==> src/rtl/core/vnld_pkg.sv <==
// ----------------------------------------------------------------------------
// vnld_pkg
// Shared types and constants of the three-component vector unit.
// ----------------------------------------------------------------------------
package vnld_pkg;

  typedef enum logic [1:0] {
    CMD_DOT  = 2'd0,
    CMD_LEN  = 2'd1,
    CMD_NORM = 2'd2,
    CMD_NONE = 2'd3
  } cmd_t;

  typedef enum logic [1:0] {
    ST_OK   = 2'd0,
    ST_SAT  = 2'd1,
    ST_ZERO = 2'd2
  } status_t;

  localparam int NORM_STAGES = 5;
  localparam int ROOT_STAGES = 32;

  localparam logic [31:0] UNIT_POS_MAX = 32'd131071;
  localparam logic [31:0] UNIT_NEG_MAX = 32'd131072;

  // Sideband that travels with a word along the pipeline.
  typedef struct packed {
    cmd_t             cmd;
    logic [31:0]      scal;
    logic             ssat;
    logic             szero;
    logic [4:0]       k;
    logic [2:0][31:0] mag;
    logic [2:0]       neg;
  } tag_t;

endpackage

==> src/rtl/core/vnld_lane.sv <==
// ----------------------------------------------------------------------------
// vnld_lane
// One component lane: the product a*b and the square of |a|, registered.
// ----------------------------------------------------------------------------
module vnld_lane import vnld_pkg::*; (
  input  logic               clk,
  input  logic               en,
  input  logic signed [31:0] a,
  input  logic signed [31:0] b,
  output logic signed [63:0] prod_r,
  output logic        [63:0] sq_r,
  output logic        [31:0] mag_r,
  output logic               neg_r
);

  logic [31:0] mag_nxt;

  assign mag_nxt = a[31] ? 32'(-a) : 32'(a);

  always_ff @(posedge clk) begin
    if (en) begin
      prod_r <= 64'(a) * 64'(b);
      sq_r   <= 64'(mag_nxt) * 64'(mag_nxt);
      mag_r  <= mag_nxt;
      neg_r  <= a[31];
    end
  end

endmodule

==> config.mk <==
export PLATFORM = sky130hd
export DESIGN_NAME = vnld_lane
export DESIGN_NICKNAME = d
export VERILOG_FILES = /design/src/rtl/core/vnld_pkg.sv /design/src/rtl/core/vnld_lane.sv
export SDC_FILE = /design/constraint.sdc
export NUM_CORES = 2
export LEC_CHECK = 0
export BUFFER_PORTS_ARGS = -buffer_cell sky130_fd_sc_hd__buf_2
export CAP_MARGIN = 20
export CELL_PAD_IN_SITES_DETAIL_PLACEMENT = 0
export CELL_PAD_IN_SITES_GLOBAL_PLACEMENT = 1
export CORE_MARGIN = 8
export CORE_UTILIZATION = 50
export DETAILED_ROUTE_END_ITERATION = 16
export PLACE_DENSITY = 0.88
export SYNTH_ARGS = -nofsm -noshare
export SYNTH_HDL_FRONTEND = slang
export SYNTH_SLANG_ARGS = --single-unit
==> constraint.sdc <==
create_clock -name clk -period 13.35 [get_ports clk]
set_clock_uncertainty 0.15 [all_clocks]
set_input_delay 0.6675 -clock clk [delete_from_list [all_inputs] [get_ports clk]]
set_output_delay 0.6675 -clock clk [all_outputs]
set_load 0.005 [all_outputs]
**After elaboration in Yosys (flattened, before gate mapping)**

Index checks and enable logic that the tools add are counted.

- Logic and storage cells: 8
- Output and inout bits: 161
- Input bits: 66
- Flip-flop bits (word level): 161

- Multipliers: 2
- Multiplexer cells: 1
- Add/sub/neg operators: 1

Operators with widths:

| cell | number |
|---|---|
| 32-bit by 32-bit multiplier with 64-bit output | 2 |
| 32-bit 2-to-1 mux | 1 |
| 32-bit negation | 1 |

**Depth between registers and ports, before layout**

- Depth in word-level cells: 3
- Gate-level depth with buffers: 38
- Gate-level depth less buffers: 35

**Worst setup path after synthesis**

OpenSTA, ideal clock, no wires.

- Kind: input to register
- Start: input a[12]
- End: register sq_r[63], data pin
- Setup slack: 2.595 ns
- Path buffers: 3
- Data arrival time: 10.342 ns
- Library setup time: 0.263 ns
- Data required time: 12.937 ns
- Stages on the path: 35
- Path through: buf_2 -> or4_1 -> or2_1 -> or4_1 -> or2_1 -> or4_4 -> o41ai_4 -> xor2_2 -> inv_2 -> clkbuf_1 -> nand2_1 -> fa_1 -> fa_1 -> inv_1 -> fa_1 -> inv_1 -> fa_1 -> inv_1 -> fa_1 -> fa_1 -> fa_1 -> inv_1 -> fa_1 -> inv_1 -> ha_1 -> clkbuf_1 -> a21o_1 -> a21o_1 -> a21o_1 -> nor4b_1 -> a21oi_1 -> a21oi_1 -> o21ai_0 -> a311oi_1 -> xnor2_1

- Longest elaborated chain between the ends: 3

Ends and longest elaborated chain:

| what | RTL line | text |
|---|---|---|
| from (decl) | vnld_lane.sv:8 | `input logic signed [31:0] a,` |
| 32-bit negation | vnld_lane.sv:18 | `assign mag_nxt = a[31] ? 32'(-a) : 32'(a);` |
| 32-bit 2-to-1 mux | vnld_lane.sv:18 |  |
| named net mag_nxt[26] | vnld_lane.sv:16 | `logic [31:0] mag_nxt;` |
| 32-bit by 32-bit multiplier with 64-bit output | vnld_lane.sv:23 | `sq_r <= 64'(mag_nxt) * 64'(mag_nxt);` |
| to (signal assigned) | vnld_lane.sv:23 |  |
| to (decl) | vnld_lane.sv:11 | `output logic [63:0] sq_r,` |

The timed path passes the listed nets, and every way through them passes these cells.
A chain may end at the register's enable or synchronous reset.

**Worst setup path in the final report**

- Start: input a[4]
- End: register sq_r[63], data pin

- Longest elaborated chain between the ends: 3

Ends and longest elaborated chain:

| what | RTL line |
|---|---|
| 32-bit negation | vnld_lane.sv:18 |
| 32-bit 2-to-1 mux * | vnld_lane.sv:18 |
| 32-bit by 32-bit multiplier with 64-bit output * | vnld_lane.sv:23 |

Mark *: on every way between the ends. The rest lies on a longest branch, timed or not.

==> results by group <==
Global routing
  – Gr usage total: 0.260
  – Initial antenna violation count: 18
  – Global-route wire length before repair: about 310000 um
  – Maximum number of pins on one net before global-route repair: 94
  – Gr ovfl total: 0
  – Number of global-route vias before repair: 55000

Yosys
  – Asr flop ratio synth: 0
  – Synth warn: 0
  – Mapped Cells: roughly 7400
  – Post-synthesis register bit count: ~160
  – Avg Cell Area, Syn: 9.42 sq um
  – Post-synth EDFFs: approximately 160
  – Register area share after synthesis: 0.0683
  – Netlist cell types: approximately 80
  – Top_reg_cell synth: edfxtp_1
  – Synthesized cell area: 69900 sq um

Layout
  – Fillers: approximately 12000
  – Layout cell share with drive strength beyond 1: 0.0528
  – Post-layout util: 0.530
  – NumNets Final: 9843
  – Layout area overhead: 5.37%

CTS
  – Max H-tree Level: 4
  – CTS tree: done
  – Cts bufs inserted: 17
  – Root Driver: clkbuf_16
  – Clock sink count: ~160
  – Clock transition at path regs: around 0.090 ns
  – Maximum root-to-sink buffer count: 2
  – Cts repair resizes: 0
  – Hold buffer count at CTS: 0
  – Post CTS Setup Buffer Count: 0

Timing
  – Endpoints failing hold: 0
  – Min cycle time layout: ~12 ns
  – Final setup vio count: 0
  – Final period utilization: 0.894
  – RSZ-0062 raised after global routing: no
  – Normalized max-slew margin: 0.155
  – Least-Margin Pin Slew: ~1.3 ns
  – Fmax: ~84 MHz
  – Setup_tns: 0 ns
  – Slew Limit Fails: 0

Route
  – Iter 0 DRT Violations: 3780
  – DRC errors left: 0
  – Vias: approximately 50000
  – Drt wl/cell: slightly above 20 um
  – Post-Route WL: 190000 um
  – Via density: between 5 and 6
  – DR pass1 iterations: 5
  – Routed Antenna Nets: 0

Critical path
  – Setup CP Type: in -> reg
  – CP Max Fanout: 17
  – CP peak stage delay: ~0.66 ns
  – Worst Path Required: ~13 ns
  – Crit path DAT: 12.08 ns
  – Critical Path Sink Type: flip-flop
  – Setup crit start kind: input port
  – Worst path slowest cell: inv_1
  – WP buf/inv: 9
  – Cell family with most CP delay: adder cells
  – Crit path top cell by count: fa_1

Floorplan
  – Die W: approximately 400 um
  – Row count: between 100 and 150
  – Die H: a little under 400 um
  – Die footprint: approximately 150000 sq um
  – Initial core utilization: 0.503
  – Core footprint: about 140000 sq um
  – IO Count: 227

Hold path
  – Worst hold path class: in -> reg

Placed design
  – Placer's final routability congestion estimate: between 0.9 and 1
  – Dpl hpwl: around 150000 um
  – IO Port Bufs: around 230

Status
  – Status: finished clean

Job
  – Max-Cap Viols: 0
[state kept, by name, summed over array words and instances (netlist names)]
signal  cells
neg_r       1
mag_r      31
prod_r     64
sq_r       63
[synth_stat cells (3+ instances only)]
master / n / share of area
nor4_1: 8 / 0.00072
o2111ai_1: 3 / 0.00038
or2_2: 4 / 0.00036
nor3_1: 15 / 0.0011
xor2_1: 66 / 0.0083
nand3b_1: 5 / 0.00054
buf_4: 4 / 0.00043
clkinv_1: 6 / 0.00032
nor2_1: 304 / 0.016
nand2_1: 1072 / 0.058
o31ai_1: 16 / 0.0017
ha_1: 466 / 0.083
o21a_1: 13 / 0.0014
o21ai_0: 77 / 0.0055
nand3_1: 31 / 0.0022
nor2b_1: 13 / 0.0012
buf_1: 24 / 0.0013
inv_1: 2133 / 0.11
or4_4: 3 / 0.00048
a21o_1: 74 / 0.0080
a311oi_1: 3 / 0.00038
and2_1: 239 / 0.021
o221ai_1: 5 / 0.00063
xnor2_1: 115 / 0.014
a2111oi_0: 5 / 0.00063
a211o_1: 3 / 0.00038
clkbuf_1: 305 / 0.016
or3_1: 6 / 0.00054
inv_2: 7 / 0.00038
or4_1: 6 / 0.00064
a31oi_1: 13 / 0.0012
o21bai_1: 25 / 0.0027
a211oi_1: 13 / 0.0014
edfxtp_1: 159 / 0.068
a21oi_1: 149 / 0.011
and3_1: 11 / 0.00099
nand2b_1: 42 / 0.0038
o41ai_1: 4 / 0.00050
nand4_1: 22 / 0.0020
o211ai_1: 5 / 0.00054
buf_2: 9 / 0.00064
fa_1: 1878 / 0.54
[stage by stage]
step	area [sq um]	instances	hold slack (ns)	setup WS (ns)
4_1_cts	73600	9322	0.319	1.58
6_report	73600	9331	0.408	1.41
5_1_grt	73600	9324	0.371	0.945
3_5_place_dp	73000	9290	0.912	0.969
3_3_place_gp	72900	9287	0.912	1.23
2_1_floorplan	69900	7438	0.616	2.60
[routing by layer]
metal / track usage / share of wire / up-vias
li1: - / - / 21200
met1: 0.354 / 0.40 / 25500
met2: 0.410 / 0.46 / 2242
met3: 0.0716 / 0.11 / 388
met4: 0.0760 / 0.032 / 10
met5: 0 / 0.00033 / -
[layout by cell type (no fill, tap or decap), types with 16 or more instances in the layout]
| cell | count |
|---|---|
| o31ai_1 | 16 |
| nand3_1 | 31 |
| xnor2_1 | 107 |
| nor2_1 | 304 |
| o21bai_1 | 25 |
| a21o_1 | 74 |
| clkbuf_16 | 17 |
| ha_1 | 466 |
| xor2_1 | 61 |
| nand2b_1 | 42 |
| edfxtp_1 | 159 |
| and2_1 | 239 |
| o21ai_0 | 77 |
| a21oi_1 | 149 |
| conb_1 | 25 |
| nand2_1 | 1072 |
| buf_2 | 224 |
| nand4_1 | 22 |
| buf_4 | 90 |
| fa_1 | 1878 |
| inv_1 | 2133 |
[logic make-up (layout without fill, tap and decap cells)]
kind of cell	after synthesis	after routing	share of synthesized area
xor+xnor	185	185	0.0238
compound gates	442	442	0.0406
flops	159	159	0.0683
mux	2	2	0.000304
fa+ha+maj	2344	2344	0.622
other cells	2	34	0.000108
buf+inv	2488	2496	0.134
simple gates	1793	1793	0.111
[final timing paths]
path / start / endpoint / cells after the start
setup / recovery: a[4] / sq_r[63]$_DFFE_PP_ / 34
hold / removal: a[31] / neg_r$_DFFE_PP_ / 1
[cell type report]
type | count | area [sq um] | area share
flip-flops and latches | 159 | 4770 | 0.0649
diodes | 9 | 22.5 | 0.000306
well taps | 1876 | 2350 | 0.0319
inverters | 2146 | 8060 | 0.109
clock buffers | 17 | 425 | 0.00578
multi-input cells | 4791 | 55900 | 0.760
repair buffers | 318 | 1890 | 0.0257
clock inverters | 15 | 185 | 0.00252
Power is not shown: default switching activity piles up to over one toggle a cycle in this logic, so the estimate is an artifact.
