[config.mk]
export PLATFORM = sky130hd
export DESIGN_NAME = vnld_div
export DESIGN_NICKNAME = d
export VERILOG_FILES = /design/src/rtl/core/vnld_pkg.sv /design/src/rtl/core/vnld_div.sv
export SDC_FILE = /design/constraint.sdc
export NUM_CORES = 2
export LEC_CHECK = 0
export BUFFER_PORTS_ARGS = -buffer_cell sky130_fd_sc_hd__buf_2
export CAP_MARGIN = 20
export CORE_MARGIN = 4
export CORE_UTILIZATION = 60
export DETAILED_ROUTE_END_ITERATION = 16
export PLACE_DENSITY = 0.78
export SLEW_MARGIN = 20
export SYNTH_ARGS = -nofsm -noshare
export SYNTH_HDL_FRONTEND = slang
export SYNTH_SLANG_ARGS = --single-unit
export TNS_END_PERCENT = 20
[constraint.sdc]
create_clock -name clk -period 5 [get_ports clk]
set_clock_uncertainty 0.1 [all_clocks]
set_input_delay 0.5 -clock clk [delete_from_list [all_inputs] [get_ports clk]]
set_output_delay 0.5 -clock clk [all_outputs]
set_load 0.02 [all_outputs]
[src/rtl/core/vnld_pkg.sv]
// ----------------------------------------------------------------------------
// vnld_pkg
// Shared types and constants of the three-component vector unit.
// ----------------------------------------------------------------------------
package vnld_pkg;

  typedef enum logic [1:0] {
    CMD_DOT  = 2'd0,
    CMD_LEN  = 2'd1,
    CMD_NORM = 2'd2,
    CMD_NONE = 2'd3
  } cmd_t;

  typedef enum logic [1:0] {
    ST_OK   = 2'd0,
    ST_SAT  = 2'd1,
    ST_ZERO = 2'd2
  } status_t;

  localparam int NORM_STAGES = 5;
  localparam int ROOT_STAGES = 32;

  localparam logic [31:0] UNIT_POS_MAX = 32'd131071;
  localparam logic [31:0] UNIT_NEG_MAX = 32'd131072;

  // Sideband that travels with a word along the pipeline.
  typedef struct packed {
    cmd_t             cmd;
    logic [31:0]      scal;
    logic             ssat;
    logic             szero;
    logic [4:0]       k;
    logic [2:0][31:0] mag;
    logic [2:0]       neg;
  } tag_t;

endpackage

[src/rtl/core/vnld_div.sv]
// ----------------------------------------------------------------------------
// vnld_div
// Pipelined restoring divider, one quotient bit per stage.
// ----------------------------------------------------------------------------
module vnld_div import vnld_pkg::*; #(
  parameter int FRAC_BITS = 16
) (
  input  logic                  clk,
  input  logic                  en,
  input  logic [FRAC_BITS+33:0] dvd,
  input  logic [31:0]           dsr,
  output logic [FRAC_BITS+1:0]  quo
);

  localparam int DW = FRAC_BITS + 34;
  localparam int QB = FRAC_BITS + 2;

  logic [DW-1:0] rem_r [QB];
  logic [QB-1:0] q_r   [QB];
  logic [31:0]   dsr_r [QB];

  for (genvar g = 0; g < QB; g++) begin : g_stage
    localparam int J = QB - 1 - g;
    logic [DW-1:0] rem_in;
    logic [QB-1:0] q_in;
    logic [31:0]   dsr_in;
    logic [DW-1:0] dsh;
    logic [DW:0]   diff;

    if (g == 0) begin : g_first
      assign rem_in = dvd;
      assign q_in   = '0;
      assign dsr_in = dsr;
    end else begin : g_rest
      assign rem_in = rem_r[g-1];
      assign q_in   = q_r[g-1];
      assign dsr_in = dsr_r[g-1];
    end

    assign dsh  = DW'(dsr_in) << J;
    assign diff = {1'b0, rem_in} - {1'b0, dsh};

    always_ff @(posedge clk) begin
      if (en) begin
        rem_r[g] <= diff[DW] ? rem_in : diff[DW-1:0];
        q_r[g]   <= {q_in[QB-2:0], ~diff[DW]};
        dsr_r[g] <= dsr_in;
      end
    end
  end

  assign quo = q_r[QB-1];

endmodule

Word level (Yosys, flattened, before mapping)
Memory sizes are Yosys's and may differ from the RTL's.
Cells that the tools add are included.
- output and inout port bits: 18
- logic and storage cells: 59
- bits of input ports: 84
- register bits: 0
- memories: 3
- bits in writable memories: 1800
- memory list (memory ; words ; bits a word ; rd ports ; clocked after memory_dff ; write ports ; RTL line ; text):
    rem_r ; 18 ; 50 ; 17 ; 0 ; 18 ; vnld_div.sv:18 ; logic [DW-1:0] rem_r [QB];
    dsr_r ; 18 ; 32 ; 17 ; 0 ; 18 ; vnld_div.sv:20 ; logic [31:0] dsr_r [QB];
    q_r ; 18 ; 18 ; 18 ; 0 ; 18 ; vnld_div.sv:19 ; logic [QB-1:0] q_r [QB];
- $add $sub $neg: 18
- bitwise gates (word level): 18
- muxes and demuxes: 20
- operators with widths (operator ; number):
    $mux W50 ; 18
    $sub A50 B32 Y51 ; 1
    $sub A50 B33 Y51 ; 1
    $sub A50 B34 Y51 ; 1
    $sub A50 B35 Y51 ; 1
    $sub A50 B36 Y51 ; 1
    $sub A50 B37 Y51 ; 1
    $sub A50 B38 Y51 ; 1
    $sub A50 B39 Y51 ; 1
    $sub A50 B40 Y51 ; 1
    $sub A50 B41 Y51 ; 1
    $sub A50 B42 Y51 ; 1
    $sub A50 B43 Y51 ; 1
    $sub A50 B44 Y51 ; 1
    $sub A50 B45 Y51 ; 1
    $sub A50 B46 Y51 ; 1
    $sub A50 B47 Y51 ; 1
    $sub A50 B48 Y51 ; 1
    $sub A50 B49 Y51 ; 1
    $not A1 Y1 ; 18
    $mux W1 ; 2

Depth between registers and ports, before layout
An unclocked memory read counts as a cell.
- depth after elaboration: 3
- depth in mapped cells: 16
- depth with buffers taken out: 15

Worst setup path after synthesis
No wires, ideal clock.
- kind: flip-flop to flip-flop
- from: mem rem_r[0][16] (netlist name)
- to: mem rem_r[1][22] (netlist name) (data pin)
- stages on the path, launching flop included: 16
- path buffers: 2
- data required time: 4.640 ns
- library setup time: 0.260 ns
- slack: 1.295 ns
- arrival time: 3.345 ns
- period minus slack after synthesis: 3.705 ns
- cell sequence: edfxtp_1 inv_1 ha_1 inv_1 fa_1 a211oi_2 o211a_1 o211ai_1 and4_4 a31o_1 a31o_1 a21o_1 a311o_1 buf_6 buf_6 mux2_4
- RTL lines (what ; RTL line):
    start: declaration ; vnld_div.sv:18

==> results by group <==
Floorplan
  • Initial core utilization: 60.4%
  • Die X-Extent: between 300 and 400 µm
  • Die area: between 0.15 and 0.2 mm²
  • Core ar.: 0.143 mm²
  • Rows: 139
  • Die height: 388 µm
  • I/O pin count: 102

Cells and area
  • Fin area: 0.0958 mm²
  • Fin util: 66.8%
  • Commonest non-fill, non-tap cell in the layout: edfxtp_1
  • Sequential cell area: approximately 0.047 mm²
  • Area Overhead vs Synth: 10.5%
  • Most frequent cells in the layout: edfxtp_1 (1565), a21oi_1 (782), inv_1 (708), nor2_1 (604), ha_1 (575)
  • FILL cells: around 10000
  • Share of cells above drive strength 1: 7.53%
  • Nets@finish: 8668
  • Multi-input gate area: roughly 0.036 mm²

Clock tree
  • Root Buffer: clkbuf_16
  • CTS tree: done
  • Clk_lat worst skew: 0.79 ns
  • Clk buf depth: 3
  • Inserted Clock Buffers: about 170
  • Post-CTS Setup Bufs: 0
  • Clock tree sinks: 1565
  • Reg clk slew, reported paths: about 0.06 ns
  • H-tree depth: 4

Timing
  • Fin crit period: 4.54 ns
  • Fmax achieved: 220 MHz
  • Slew Limit Headroom: 30.2%
  • Final Hold Viols: 0
  • Slew @ Worst Pin: approximately 1.0 ns
  • Post-route setup TNS: 0 ns
  • Final setup fails: 0
  • RSZ-0062 raised after global routing: false
  • Final max-slew violation count: 0
  • Final period util: 90.8%

Critical path
  • WP data required: 5.41 ns
  • Data arrival, critical path: ~5 ns
  • Crit path capture type: register
  • Setup crit start kind: register
  • Critical setup path kind: register to register
  • CP max FO: 4

Synthesis
  • Top FF cell, synth: edfxtp_1
  • Compound-Gate Fraction of Synth Area: between 10% and 20%
  • Post-synthesis mux area share: 1.45%
  • EDFF count, synth: 1565
  • Mean post-synth cell area: between 10 and 15 µm²
  • Post-synthesis adder-cell area fraction: 8.69%
  • Xor and xnor area share after synthesis: 6.10%
  • Sequential share of the synthesized area: between 50% and 60%
  • Distinct cells, synth: between 100 and 150
  • Largest family of logic cells by synthesized area: compound AO/OA/AOI/OAI gates
  • Syn. warnings: 0
  • Post-synth ARST share: 0%
  • Simple-gate share of the synthesized area: 10.3%
  • Seq cells post-synth: 1565
  • Synth Net Count: 8447
  • Cells after synthesis: 7771
  • Mapped cell area: 0.0867 mm²

Status
  • Status: finished, final reports clean

Place
  • Port-buffer cells: 101
  • Placed cell areas: 0.0895 mm²
  • Detailed Place HPWL: 143 mm
  • GPL Wtd Cong: 0.948

Detailed routing
  • WL final: 190 mm
  • Via Count: about 59000
  • DR DRC count: 0
  • Detailed router's first-iteration violation count: 3909
  • Initial DRT Pass Iterations: 6
  • Post-route ant nets: 0
  • Vias per Instance: 5.89
  • Routed wire per std cell: about 19 µm

Pwr
  • PwrDens: 582 mW/mm²
  • Comb power frac: 40.5%
  • Peak supply drop: around 0.00036 V
  • Int Pwr: 35.7 mW
  • NetSw: roughly 20 mW
  • Clock Power Share: 21.9%
  • LEAKAGE: 38.4 nW
  • Seq pwr share: 37.6%
  • Net Sw Frac: 36.0%

Global route
  • GRT Overall Usage: 24.8%
  • Initial antenna violation count: 1
  • Global route overflow: 0
  • Number of global-route vias before repair: around 60000
  • First-pass GRT wire length: 303 mm
  • Largest net degree at the start of global routing: 179

Min path
  • HP Class: primary input to register

Run
  • MaxCap Viol Count: 0
-- cell type report --
class / instances / share of cell area [%]
Multi-Input combinational cell: 5289 / 37.7
Tap cell: 1903 / 2.49
Clock buffer: 197 / 4.48
Sequential cell: 1565 / 49.1
Antenna cell: 3 / 0.00784
Inverter: 715 / 2.80
Clock inverter: 111 / 1.19
Timing Repair Buffer: 254 / 2.23
-- metal layers --
metal / vias to the layer above / share of wire (%) / global-route usage [%]
met3: 594 / 3.3 / 3.12
met4: 0 / 7.4 / 16.5
met5: - / 0 / 0
met2: 1576 / 55 / 48.6
met1: 28061 / 35 / 24.1
li1: 28900 / - / -
-- Yosys cell counts, drive strengths merged (9+ instances only) --
| library cell | n | area, µm² |
|---|---|---|
| edfxtp | 1565 | 47000 |
| a21oi | 783 | 3920 |
| inv | 712 | 2680 |
| nor2 | 604 | 2270 |
| ha | 575 | 7190 |
| nand2 | 530 | 1990 |
| o21ai | 415 | 2080 |
| xnor2 | 355 | 3110 |
| a21o | 285 | 2140 |
| xor2 | 249 | 2180 |
| clkbuf | 141 | 529 |
| nand3 | 118 | 591 |
| mux2 | 105 | 1230 |
| nor3 | 102 | 521 |
| nand4 | 96 | 601 |
| o21a | 96 | 722 |
| nand2b | 80 | 500 |
| nor2b | 77 | 482 |
| a31oi | 63 | 407 |
| a211oi | 62 | 483 |
| o21bai | 62 | 465 |
| buf | 61 | 355 |
| and3 | 60 | 375 |
| nor4 | 55 | 350 |
| o31ai | 46 | 379 |
| o211ai | 42 | 344 |
| or3 | 41 | 267 |
| and2 | 32 | 200 |
| or4 | 27 | 203 |
| or2 | 25 | 156 |
| a2111oi | 20 | 181 |
| a21boi | 19 | 146 |
| o31a | 19 | 166 |
| a31o | 18 | 158 |
| fa | 17 | 340 |
| o2111ai | 17 | 155 |
| a41oi | 15 | 139 |
| nor3b | 14 | 120 |
| a211o | 13 | 114 |
| a311oi | 11 | 96.3 |
| o41ai | 11 | 123 |
| o211a | 10 | 100 |
| a221oi | 9 | 85.1 |
| o22ai | 9 | 56.3 |
-- power by group through the flow --
| stage | logic [mW] | registers (mW) | clock network [mW] |
|---|---|---|---|
| floorplan | 17.3 | 20.2 | 0 |
| global placement | 21.6 | 21.1 | 0 |
| detailed placement | 22.2 | 21.1 | 0 |
| CTS | 22.4 | 20.9 | 12.5 |
| global route | 25.0 | 21.2 | 13.0 |
| finish | 22.6 | 20.9 | 12.2 |
-- sequential cells by signal, summed over array words and instances (netlist names) --
name / cells
rem_r: 850
dsr_r: 544
q_r: 171
-- kinds of logic after synthesis --
kind of cell             Yosys count
flip-flops                      1565
multiplexers                     108
AND/OR/NAND/NOR                 1895
AO/OA/AOI/OAI                   2090
adder cells (fa/ha/maj)          592
XOR/XNOR                         604
buffers and inverters            917
-- per-stage QoR --
step	std cells	worst slack (ns)	hold WS (ns)	power, mW
after CTS	10033	0.511	0.00547	55.7
after global routing	10037	0.290	0.0375	59.2
final	10037	0.462	0.0716	55.7
after detailed placement	9643	0.555	0.305	43.3
after floorplan	7771	1.29	0.300	37.5
after global placement	9643	0.594	0.300	42.7
-- critical path, stage by stage, from the launching register on --
cell and delay (ns):
edfxtp_1 0.42, ha_1 0.25, fa_1 0.42, nor2b_1 0.18
o31a_1 0.21, o22ai_1 0.18, o21ai_0 0.63, a31oi_1 0.29
a211oi_1 0.61, nand2_1 0.19, o311ai_0 0.64, xnor2_1 0.13
-- timing repair --
action / in CTS / in global routing
gates resized for setup: 0 / 0
hold buffers: 82 / 0
endpoints found under the setup margin: 0 / 0
endpoints found under the hold margin: 82 / 0
-- path summary, 6_finish.rpt --
kind                    start      endpoint  slack [ns]  depth (start not counted)
hold reg to reg    q_r[15][7]    q_r[16][8]        0.31                          0
setup reg to reg  dsr_r[3][0]  rem_r[4][47]        0.46                         11
hold / removal             en  dsr_r[3][29]        0.07                          1
setup / recovery  dsr_r[3][0]  rem_r[4][47]        0.46                         11
(Power assumes the default switching activity.)
