File: src/rtl/core/vnld_pkg.sv
// ----------------------------------------------------------------------------
// vnld_pkg
// Shared types and constants of the three-component vector unit.
// ----------------------------------------------------------------------------
package vnld_pkg;

  typedef enum logic [1:0] {
    CMD_DOT  = 2'd0,
    CMD_LEN  = 2'd1,
    CMD_NORM = 2'd2,
    CMD_NONE = 2'd3
  } cmd_t;

  typedef enum logic [1:0] {
    ST_OK   = 2'd0,
    ST_SAT  = 2'd1,
    ST_ZERO = 2'd2
  } status_t;

  localparam int NORM_STAGES = 5;
  localparam int ROOT_STAGES = 32;

  localparam logic [31:0] UNIT_POS_MAX = 32'd131071;
  localparam logic [31:0] UNIT_NEG_MAX = 32'd131072;

  // Sideband that travels with a word along the pipeline.
  typedef struct packed {
    cmd_t             cmd;
    logic [31:0]      scal;
    logic             ssat;
    logic             szero;
    logic [4:0]       k;
    logic [2:0][31:0] mag;
    logic [2:0]       neg;
  } tag_t;

endpackage

File: src/rtl/core/vnld_sqrt.sv
// ----------------------------------------------------------------------------
// vnld_sqrt
// Pipelined integer square root, one result bit per stage, with remainder.
// ----------------------------------------------------------------------------
module vnld_sqrt import vnld_pkg::*; (
  input  logic        clk,
  input  logic        en,
  input  logic [63:0] rad,
  output logic [31:0] root,
  output logic [63:0] rem
);

  logic [63:0] n_r   [ROOT_STAGES];
  logic [63:0] res_r [ROOT_STAGES];

  for (genvar g = 0; g < ROOT_STAGES; g++) begin : g_stage
    localparam logic [63:0] BIT = 64'(1) << (62 - 2 * g);
    logic [63:0] n_in;
    logic [63:0] res_in;
    logic [64:0] trial;

    if (g == 0) begin : g_first
      assign n_in   = rad;
      assign res_in = '0;
    end else begin : g_rest
      assign n_in   = n_r[g-1];
      assign res_in = res_r[g-1];
    end

    assign trial = {1'b0, res_in} + {1'b0, BIT};

    always_ff @(posedge clk) begin
      if (en) begin
        if ({1'b0, n_in} >= trial) begin
          n_r[g]   <= n_in - trial[63:0];
          res_r[g] <= (res_in >> 1) + BIT;
        end else begin
          n_r[g]   <= n_in;
          res_r[g] <= res_in >> 1;
        end
      end
    end
  end

  assign root = res_r[ROOT_STAGES-1][31:0];
  assign rem  = n_r[ROOT_STAGES-1];

endmodule

File: config.mk
export PLATFORM = sky130hd
export DESIGN_NAME = vnld_sqrt
export DESIGN_NICKNAME = d
export VERILOG_FILES = /design/src/rtl/core/vnld_pkg.sv /design/src/rtl/core/vnld_sqrt.sv
export SDC_FILE = /design/constraint.sdc
export NUM_CORES = 2
export LEC_CHECK = 0
export BUFFER_PORTS_ARGS = -buffer_cell sky130_fd_sc_hd__buf_2
export CAP_MARGIN = 20
export CORE_MARGIN = 2
export CORE_UTILIZATION = 54
export CTS_BUF_LIST = sky130_fd_sc_hd__clkbuf_16
export DETAILED_ROUTE_END_ITERATION = 8
export HOLD_SLACK_MARGIN = 0.03
export PLACE_DENSITY_LB_ADDON = 0.05
export SYNTH_ARGS = -nofsm -noshare
export SYNTH_HDL_FRONTEND = slang
export SYNTH_SLANG_ARGS = --single-unit
File: constraint.sdc
create_clock -name clk -period 6.22 [get_ports clk]
set_clock_uncertainty 0.1 [all_clocks]
set_input_delay 0.311 -clock clk [delete_from_list [all_inputs] [get_ports clk]]
set_output_delay 0.311 -clock clk [all_outputs]
set_load 0.1 [all_outputs]
==> After elaboration in Yosys (flattened, before gate mapping) <==
Memory sizes are Yosys's and may differ from the RTL's.
Cells that the tools add are included.
W data, S select, Z words.
{ "totals": {"ff_bits": 0, "mem_bits_rw": 4096, "in_bits": 66, "wordCells": 448, "n_memories": 2} }
{ "mem_list": {"columns": ["name", "words", "word_bits", "read_ports", "rd_clocked_by_memory_dff", "write_ports", "line", "rtl"], "rows": [
  ["n_r", 32, 64, 32, 0, 32, "vnld_sqrt.sv:13", "logic [63:0] n_r [ROOT_STAGES];"],
  ["res_r", 32, 64, 32, 0, 32, "vnld_sqrt.sv:14", "logic [63:0] res_r [ROOT_STAGES];"]
]} }
{ "op_classes": {"addsub": 94, "n_lt_le_gt_ge": 32, "mux": 256, "bitwise_logic": 64} }
{ "op_table": {"columns": ["operator", "n"], "rows": [
  ["$mux W64", 64],
  ["$ge A64 B65 Y1", 31],
  ["$sub A64 B64 Y64", 31],
  ["$mux W1", 192],
  ["$add A64 B1 Y65 const B", 1],
  ["$add A64 B11 Y65 const B", 1],
  ["$add A64 B13 Y65 const B", 1],
  ["$add A64 B15 Y65 const B", 1],
  ["$add A64 B17 Y65 const B", 1],
  ["$add A64 B19 Y65 const B", 1],
  ["$add A64 B21 Y65 const B", 1],
  ["$add A64 B23 Y65 const B", 1],
  ["$add A64 B25 Y65 const B", 1],
  ["$add A64 B27 Y65 const B", 1],
  ["$add A64 B29 Y65 const B", 1],
  ["$add A64 B3 Y65 const B", 1],
  ["$add A64 B31 Y65 const B", 1],
  ["$add A64 B33 Y65 const B", 1],
  ["$add A64 B35 Y65 const B", 1],
  ["$add A64 B37 Y65 const B", 1],
  ["$add A64 B39 Y65 const B", 1],
  ["$add A64 B41 Y65 const B", 1],
  ["$add A64 B43 Y65 const B", 1],
  ["$add A64 B45 Y65 const B", 1],
  ["other kinds (45)", 108]
]} }

==> Logic depth before layout (Yosys ltp) <==
An unclocked memory read counts as a cell.
{ "depth": {"word_depth": 7, "ltp_mapped": 15, "ltp_nobuf": 12} }

==> Worst setup path before layout <==
No wires, ideal clock.
{ "synth_path": {"path_type": "input -> register", "start": "in en", "end": "mem n_r[31][40], in the netlist n_r[1][1000], enable pin", "setup_ns": 0.489, "arrival_ns": 3.696, "required_ns": 5.631, "slack_ns": 1.935, "cell_stages": 4, "path_cell_list": "clkbuf_1 -> clkbuf_1 -> clkbuf_1 -> clkbuf_1"} }
{ "synth_rtl": {"columns": ["element", "line", "rtl"], "rows": [
  ["from (decl)", "vnld_sqrt.sv:7", "input logic en,"],
  ["to (decl)", "vnld_sqrt.sv:13", null]
]} }

==> results.yml <==
placed_design:
  gpl.final_weighted_congestion: 0.964
  io_buffers: 161
  numPlacedInstances: 13100
  detailed_place_hpwl_um: 267000
  worst_setup_slack_after_placement_ns: 1.35
global_route:
  groute.layer.met2.usage_pct: 45.9
  globalRouteOverflowTotal: 0
  groute.layer.met3.usage_pct: 6.75
  vias_in_the_first_global_route: 79800
  largest_net_degree_at_the_start_of_global_routing: 168
  groute.layer.met1.usage_pct: 40.2
  grt_usage_pct: 29.4
  global_route_wire_length_before_repair_um: 515000
  antenna_found_initial: 24
  grt_most_used_layer: "met2"
synth:
  mappedNetlistArea_sq_um: 124000
  yosysTopAreaCellShare_pct: 62.1
  yosysUniqueCellTypes: 94
  postSynth.topFlopCell: "edfxtp_1"
  synth.top_cells.by_area: "edfxtp_1 62%, ha_1 5.6%, xnor2_1 3.5%"
  synth_sequential_area_ratio_pct: 62.1
  synth-warning-count: 0
  synth_top_area_cell: "edfxtp_1"
  synth.ff_latch_count: 2576
  per_instance_average_area_after_synthesis_sq_um: 12.4
  postSynthCellCount: 10000
  edff_count_synth: 2576
  mappedNetlistNets: 10600
  synth.most_common_cell: "edfxtp_1"
  async_reset_ff_share_pct: 0
  post_synth_most_frequent_cells: "2576 x edfxtp_1, 732 x nand2_1, 693 x inv_1"
setup_path:
  setup.reg_to_reg.worst_slack_ns: 1.34
  crit_arrival_ns: 5.32
  crit_slowest_cell: "a2111oi_0"
  worstSetupStartpointType: "register"
  critical_path.n_buffers_inverters: 2
  setup.worst_path.end_class: "register"
  r2r_cells: 12
  criticalPathCategory: "reg -> reg"
  cp.required_ns: 6.66
  setup.worst_path.start: "res_r[1][476]$_DFFE_PP_"
  worstPathMaxFanout: 37
  cell_chain_of_the_critical_path: "inv_1 > ha_1 > a21oi_1 > o21ai_0 > a2111oi_0 > o211ai_1 > nand2_1 > or4_1 > nand3_2 > buf_4 > nor2_1 > a21oi_1"
  crit-reg2reg-capture: "n_r[1][540]$_DFFE_PP_"
  timing.critical_path.max_delay_family: "compound AO/OA/AOI/OAI gates"
  critical_path.most_common_cell: "a21oi_1"
  regToRegStartpoint: "res_r[1][476]$_DFFE_PP_"
  cp_slowest_stage_delay_ns: 0.81
detailed_routing:
  vias: 82600
  detailedRoute.firstIterationViolations: 8704
  drt_first_pass_iters: 8
  drc_violations_left: 0
  routed_wirelength_um: 350000
  route.detailed.vias_per_inst: 6.04
  drtAntennaViolNets: 0
  wl_per_cell_um: 25.5
clock_tree:
  numCtsBuffers: 292
  post-cts-setup-buffer-count: 0
  h-tree-depth: 5
  cts_tree: "done"
  clock_sink_count: 2576
  clk_path_buf_depth: 4
  clockRootBuffer: "clkbuf_16"
  clk_transition_reported_paths_ns: 0.07
  clock_insertion_delay_at_the_later_pin_of_the_skew_report_ns: 0.95
die:
  floorplan.die_area_sq_um: 234000
  initial_utilization_pct: 54.2
  die_h_um: 484
  design.portCount: 162
  rows: 176
  die_width_um: 484
  placeableCoreArea_sq_um: 230000
timing:
  setup_repair_after_global_routing_missed_its_margin: "no"
  finalWorstPathRequiredPeriod_ns: 4.88
  timing.slew.headroom_pct: 21.3
  fin_tns_setup_ns: 0
  setup-violations-final: 0
  report.final.slew_viol_count: 0
  fin_ws_ns: 1.34
  worst-slew-pin-transition_ns: 1.17
  fmax_mhz: 205
  period_share_pct: 78.5
  finalHoldViolCount: 0
min_path:
  worst_hold_path.num_cells: 4
  hold_path.class: "in -> reg"
  hp-start: "rad[63]"
  hold-path-endpoint: "n_r[0][63]$_DFFE_PP_"
outcome:
  outcome: "completed"
finish:
  drive_gt1_share_pct: 7.27
  final_non_filler_cells: 13700
  area_growth_syn_to_layout_pct: 12.0
  finish.net_count: 11100
power:
  post_layout_total_power_mw: 52.7
  max-vdd-ir-drop_uv: 314
  power-per-cell-area_nw_per_um2: 378
  p_leak_nw: 52.3
job:
  drv.max_cap_violation_count: 0
[registers in the layout (all words and copies together) (netlist names)]
signal	cells
n_r	2048
res_r	528
[worst max-delay path by stage]
stage / to / slack, ns / cells past startpoint
2_1_floorplan: n_r[1][1000]$_DFFE_PP_ / 1.94 / 4
6_report: n_r[1][540]$_DFFE_PP_ / 1.34 / 12
4_1_cts: n_r[1][539]$_DFFE_PP_ / 1.32 / 11
3_3_place_gp: n_r[1][539]$_DFFE_PP_ / 1.26 / 11
3_5_place_dp: n_r[1][539]$_DFFE_PP_ / 1.35 / 11
5_1_grt: n_r[1][540]$_DFFE_PP_ / 1.04 / 12
[what timing repair did]
action / in CTS / in global routing
gates resized for setup: 0 / 0
hold endpoints to repair: 129 / 0
hold buffers: 128 / 0
[cell usage in the layout (no fill, tap or decap), types with 29 or more instances in the layout]
cell | Yosys | layout
xnor2_1 | 502 | 502
buf_4 | 0 | 62
nand3b_1 | 36 | 36
inv_1 | 693 | 741
and2_1 | 35 | 35
xor2_1 | 452 | 452
nand2b_1 | 128 | 128
a21oi_1 | 546 | 545
o21bai_1 | 67 | 67
nand3_1 | 167 | 166
mux2_2 | 62 | 62
a211oi_1 | 38 | 38
buf_2 | 7 | 162
nand4b_1 | 29 | 29
or4_1 | 88 | 88
nand4_1 | 168 | 168
clkinv_1 | 1 | 59
o21ai_1 | 41 | 41
nor3_1 | 301 | 299
o21ai_0 | 490 | 490
clkbuf_16 | 0 | 295
nor4b_1 | 57 | 57
a31oi_1 | 56 | 55
or2_2 | 29 | 29
a21o_1 | 244 | 244
o31ai_1 | 40 | 40
and3_1 | 43 | 43
o21a_1 | 78 | 78
o211ai_1 | 31 | 31
nand2_1 | 732 | 732
edfxtp_1 | 2576 | 2576
bufinv_16 | 0 | 29
nor4_1 | 357 | 357
ha_1 | 560 | 560
nor2b_1 | 75 | 74
nor2_1 | 609 | 607
clkinv_2 | 0 | 41
dlygate4sd3_1 | 0 | 128
or3_1 | 118 | 118
[per-layer routing]
layer	up-vias	routed length, um	share of wire (%)
met5	-	11	0.0031
met4	2	15200	4.3
met3	652	29500	8.4
met2	3071	158000	45
met1	40500	147000	42
li1	38400	-	-
[worst min-delay path: cells and delay by family]
| kind | cells | cell delay, ns |
|---|---|---|
| buffers and inverters | 3 | 0.69 |
| muxes | 1 | 0.13 |
[layout make-up]
type,count,area [sq um]
fillers,17900,90200
clock buffers,295,7380
multi-input cells,6514,43700
clock inverters,208,1780
inverters,698,2620
flip-flops and latches,2576,77400
well taps,3026,3790
diodes,1,2.50
repair buffers,368,2830
[cells by family after synthesis]
kind of cell	count (synthesis)	share of synthesized area, %
XOR/XNOR	954	6.71
buffers and inverters	932	2.82
AND/OR/NAND/NOR	3060	12.7
AO/OA/AOI/OAI	1848	9.18
adder cells (fa/ha/maj)	560	5.63
flip-flops	2576	62.1
multiplexers	92	0.810
[through the flow]
step | utilization [%] | area (sq um) | hold WS, ns
2_1_floorplan | - | 124000 | 0.310
3_3_place_gp | 56.1 | 129000 | 0.327
3_5_place_dp | 56.2 | 129000 | 0.330
4_1_cts | 60.7 | 139000 | 0.117
5_1_grt | 60.7 | 139000 | 0.195
6_report | 60.7 | 139000 | 0.199
[where the power goes]
group / switching (mW) / internal, mW
combinational: 7.45 / 4.37
sequential: 2.13 / 22.1
clock: 6.86 / 9.80
(Power assumes the default switching activity.)
